**src/rtl/core/thws_pkg.sv**
```systemverilog
`timescale 1ns / 1ps
// ----------------------------------------------------------------------------
// thws_pkg: shared types and constants for the windowed history statistics
// Opcode codes and the fixed sample field width.
// ----------------------------------------------------------------------------
package thws_pkg;

  localparam int DATA_W = 32;

  typedef logic [1:0] opcode_t;

  localparam opcode_t OP_ADD = 2'd0;  // store a sample
  localparam opcode_t OP_AVG = 2'd1;  // windowed average query
  localparam opcode_t OP_MAX = 2'd2;  // windowed maximum query

endpackage

```
**src/rtl/core/thws_divider.sv**
```systemverilog
`timescale 1ns / 1ps
// ----------------------------------------------------------------------------
// thws_divider: restoring serial divider
// One quotient bit per cycle through a shared compare/subtract; SUM_W steps.
// ----------------------------------------------------------------------------
module thws_divider import thws_pkg::*; #(
  parameter int SUM_W = 43,
  parameter int DIV_W = 11
) (
  input  logic              clk,
  input  logic              rst_n,
  input  logic              start,
  input  logic [SUM_W-1:0]  dividend,
  input  logic [DIV_W-1:0]  divisor,
  output logic              done,
  output logic [DATA_W-1:0] quotient
);

  localparam int CNT_W = $clog2(SUM_W + 1);

  logic             run_r, run_nxt;
  logic             done_r, done_nxt;
  logic [CNT_W-1:0] cnt_r, cnt_nxt;
  logic [SUM_W-1:0] dvd_r, dvd_nxt;
  logic [DIV_W-1:0] div_r, div_nxt;
  logic [DIV_W-1:0] rem_r, rem_nxt;
  logic [DIV_W:0]   trial;
  logic [DIV_W:0]   diff;
  logic             ge;

  assign trial = {rem_r, dvd_r[SUM_W-1]};
  assign diff  = trial - {1'b0, div_r};
  assign ge    = (trial >= {1'b0, div_r});

  always_comb begin
    run_nxt  = run_r;
    done_nxt = 1'b0;
    cnt_nxt  = cnt_r;
    dvd_nxt  = dvd_r;
    div_nxt  = div_r;
    rem_nxt  = rem_r;
    if (start) begin
      run_nxt = 1'b1;
      cnt_nxt = CNT_W'(SUM_W);
      dvd_nxt = dividend;
      div_nxt = divisor;
      rem_nxt = '0;
    end else if (run_r) begin
      rem_nxt = ge ? diff[DIV_W-1:0] : trial[DIV_W-1:0];
      dvd_nxt = {dvd_r[SUM_W-2:0], ge};
      cnt_nxt = cnt_r - CNT_W'(1);
      if (cnt_r == CNT_W'(1)) begin
        run_nxt  = 1'b0;
        done_nxt = 1'b1;
      end
    end
  end

  always_ff @(posedge clk) begin
    if (!rst_n) begin
      run_r  <= 1'b0;
      done_r <= 1'b0;
      cnt_r  <= '0;
    end else begin
      run_r  <= run_nxt;
      done_r <= done_nxt;
      cnt_r  <= cnt_nxt;
    end
  end

  always_ff @(posedge clk) begin
    dvd_r <= dvd_nxt;
    div_r <= div_nxt;
    rem_r <= rem_nxt;
  end

  assign done     = done_r;
  assign quotient = dvd_r[DATA_W-1:0];

endmodule

```
**config.mk**
```make
export PLATFORM = sky130hd
export DESIGN_NAME = thws_divider
export DESIGN_NICKNAME = d
export VERILOG_FILES = /design/src/rtl/core/thws_pkg.sv /design/src/rtl/core/thws_divider.sv
export SDC_FILE = /design/constraint.sdc
export NUM_CORES = 1
export LEC_CHECK = 0
export BUFFER_PORTS_ARGS = -buffer_cell sky130_fd_sc_hd__buf_2
export CAP_MARGIN = 0
export CORE_AREA = 2 2 88 90
export DETAILED_ROUTE_END_ITERATION = 10
export DIE_AREA = 0 0 90 92
export PLACE_DENSITY_LB_ADDON = 0.08
export SETUP_SLACK_MARGIN = 0.4
export SLEW_MARGIN = 20
export SYNTH_ARGS = -nofsm -noshare
export SYNTH_HDL_FRONTEND = slang
export SYNTH_SLANG_ARGS = --single-unit
```
**constraint.sdc**
```tcl
create_clock -name clk -period 3 [get_ports clk]
set_input_delay 0.3 -clock clk [delete_from_list [all_inputs] [get_ports clk]]
set_output_delay 0.3 -clock clk [all_outputs]
set_load 0.005 [all_outputs]
```
==> flow_summary.toml <==
[outcome]
status = "completed"

[detailed_routing]
antenna_left = 0
num_vias = 2421
drcViolationCount = 0
first_pass_iters = 4
wire_per_inst_um = 14.1
viasPerCell = 5.04
drt_iter0_drc = 114
routed_wl_mm = 6.79

[clock_tree]
clockBufferDepth = 2
cts_root_buf = "clkbuf_8"
cts_resized = 0
holdBufCountCts = 0
cts.reportedPaths.clkPinSlew_ns = 0.07
clock_latency_ns = 0.34
numCtsBuffers = 9
cts_tree = "built"
cts_setup_buffers = 0
h-tree-depth = 3
clock_sinks = 73

[pwr]
power.density_nw_per_um2 = 600
ir_worst_vdd_v = 0.000305
power.leakage_nw = 1.82

[yosys]
synth_ff_type = "edfxtp_1"
synth_fa_ha_area_share_pct = 4.73
syn_inst = 310
synth-async-reset-ratio_pct = 0
yosysSeqAreaShare_pct = 51.9
synth-simple-area-share_pct = 7.94
synth_compound_area_share_pct = 9.40
synth_top_family_by_area = "multiplexers"
synth-xor-area-share_pct = 2.27
synth-edff-count = 54
ys_warn_count = 0
synth_nets = 381
synthesis.area_um2 = 3860
synth_cell_types = 50
synth_seq_cells = 73
syn_avg_cell_area_um2 = 12.4
synthMuxAreaShare_pct = 14.4

[die]
die_area_um2 = 8280
die_w_um = 90
dieHeight_um = 92
core-area_um2 = 7450
num_io_pins = 90
start_util_pct = 51.8
fp-row-count = 32

[timing]
rsz0062_at_grt = "no"
timing.final.crit_period_ns = 2.29
finalHoldViolCount = 0
fmax_ghz = 0.437
skew_ns = 0.0121
holdWs_ns = 0.135
fin_tns_setup_ns = 0
drv_slew = 0
worstMarginPinSlew_ns = 0.820
setup_viol = 0
fin_crit_sh_pct = 76.2
worst_slew_margin_rel_pct = 45.3

[global_routing]
grt_util_all_layers_pct = 17.0
grt_pass1_vias = 2338
grtUsageMet1_pct = 21.4
grt.overflow.total = 0
antenna_found_initial = 0
grt_max_degree = 66
busiest_layer = "met2"
use_met3_pct = 4.68
grtUsageMet2_pct = 27.3
grt_pass1_wl_mm = 11.0

[place]
dp.final_hpwl_mm = 4.71
port_buffers = 89
routabilityCongestion = 0.855

[worst_hold_path]
min_path_type = "input port to flop"

[final_layout]
nNetsFinal = 444
area_delta_synth_final_pct = 14.7
diodes = 0
drive_gt1_share_pct = 43.9

[critical_path]
cp-end-kind = "flop"
crit_type = "flop to flop"
slowest_stage = "fa_1"
worst_setup_path_start_kind = "flop"
cp.arrival_ns = 2.47
max_stage_delay_ns = 0.40
path_cells = "inv_1 -> ha_1 -> fa_1 -> nor2b_1 -> o31a_4 -> o21ai_4 -> o21ai_4 -> buf_12 -> mux2i_1 -> a211oi_1"
path_max_fanout = 13
required_ns = 3.19
cpMostUsedCell = "o21ai_4"

[job]
maxCapViolCount = 0
-- critical path: cells and delay by family, from the launching register on --
| family | cells | cell delay (ns) |
|---|---|---|
| AO/OA/AOI/OAI | 4 | 0.56 |
| adder cells (fa/ha/maj) | 2 | 0.62 |
| buffers and inverters | 2 | 0.21 |
| flip-flops | 1 | 0.35 |
| multiplexers | 1 | 0.20 |
| AND/OR/NAND/NOR | 1 | 0.19 |
-- kinds of logic after synthesis --
group / count (synthesis)
AO/OA/AOI/OAI: 46
XOR/XNOR: 10
adder cells (fa/ha/maj): 14
buffers and inverters: 61
flip-flops: 73
multiplexers: 50
AND/OR/NAND/NOR: 56
-- routing by layer --
| metal | vias up | wire, um |
|---|---|---|
| met5 | - | 0 |
| met4 | 0 | 114 |
| met3 | 12 | 330 |
| met2 | 49 | 3290 |
| met1 | 1137 | 3050 |
| li1 | 1223 | - |
-- placed cells by master (no fill, tap or decap), types with 2 or more instances in the layout --
cell,Yosys,final
o211ai_1,3,3
o21ai_4,2,2
mux2i_1,7,7
clkbuf_8,0,9
nor2b_1,3,3
buf_2,2,89
nand2_1,12,11
o22ai_1,2,2
bufinv_16,0,2
edfxtp_1,54,54
dfxtp_1,19,19
inv_1,16,16
a21oi_1,8,8
o21a_1,2,2
nand2b_1,5,5
a211oi_1,5,5
xnor2_1,9,9
nand3_1,5,5
ha_1,13,13
a311oi_2,2,2
nor2_1,16,16
o21ai_0,6,6
a211oi_2,2,2
o21ai_1,4,4
a21boi_0,3,3
nor4_1,3,3
mux2_2,43,43
clkbuf_1,6,2
nor3_1,3,3
buf_4,32,5
-- where the power goes --
| part | switching [mW] | internal, mW | total, mW |
|---|---|---|---|
| clock network | 0.359 | 0.522 | 0.881 |
| registers | 0.0498 | 1.20 | 1.25 |
| logic | 0.262 | 0.261 | 0.523 |
-- metrics by stage --
| stage | power, mW | cell area [um2] | util (%) | setup slack (ns) | instances |
|---|---|---|---|---|---|
| 6_report | 2.66 | 4430 | 59.4 | 0.714 | 480 |
| 5_1_grt | 2.79 | 4430 | 59.4 | 0.561 | 480 |
| 4_1_cts | 2.67 | 4390 | 59.0 | 0.573 | 477 |
| 3_5_place_dp | 1.78 | 4160 | 55.9 | 0.582 | 461 |
| 3_3_place_gp | 1.77 | 4160 | 55.9 | 0.656 | 461 |
| 2_1_floorplan | 1.69 | 3860 | - | 0.768 | 310 |
-- worst paths after layout --
kind              start       end  slack [ns]  cells past startpoint
min          divisor[2]  div_r[2]        0.14                      1
max reg2reg   dvd_r[42]  rem_r[2]        0.71                     10
max           dvd_r[42]  rem_r[2]        0.71                     10
min reg2reg    rem_r[4]  rem_r[4]        0.52                      2
-- Yosys cell counts, types with 2 or more instances --
master	instances	area [um2]
inv_1	16	60.1
buf_2	2	10.0
mux2_2	43	484
o21ai_4	2	32.5
clkbuf_1	6	22.5
buf_4	32	240
a211oi_2	2	25.0
nor2b_1	3	18.8
nor4_1	3	18.8
mux2i_1	7	70.1
a21boi_0	3	22.5
edfxtp_1	54	1620
xnor2_1	9	78.8
o22ai_1	2	12.5
nand2b_1	5	31.3
ha_1	13	163
a21oi_1	8	40.0
o21ai_0	6	30.0
dfxtp_1	19	380
o21ai_1	4	20.0
nand3_1	5	25.0
nand2_1	12	45.0
o21a_1	2	15.0
nor2_1	16	60.1
buf_1	2	7.51
o211ai_1	3	22.5
nor3_1	3	15.0
a311oi_2	2	30.0
a211oi_1	5	37.5
-- registers in the layout, indices dropped and copies added (netlist names) --
name / count
cnt_r: 6
div_r: 11
done: 1
dvd_r: 43
rem_r: 11
run_r: 1
-- area by class of cell --
class                      instances  area (um2)
tap                              102         128
fill                             660        3020
timing repair buffer              95         503
sequential                        73        2000
clock inverter                     4        73.8
inverter                          18        67.6
clock buffer                      12         156
multi-input combinational        176        1500
(Power assumes the default switching activity.)
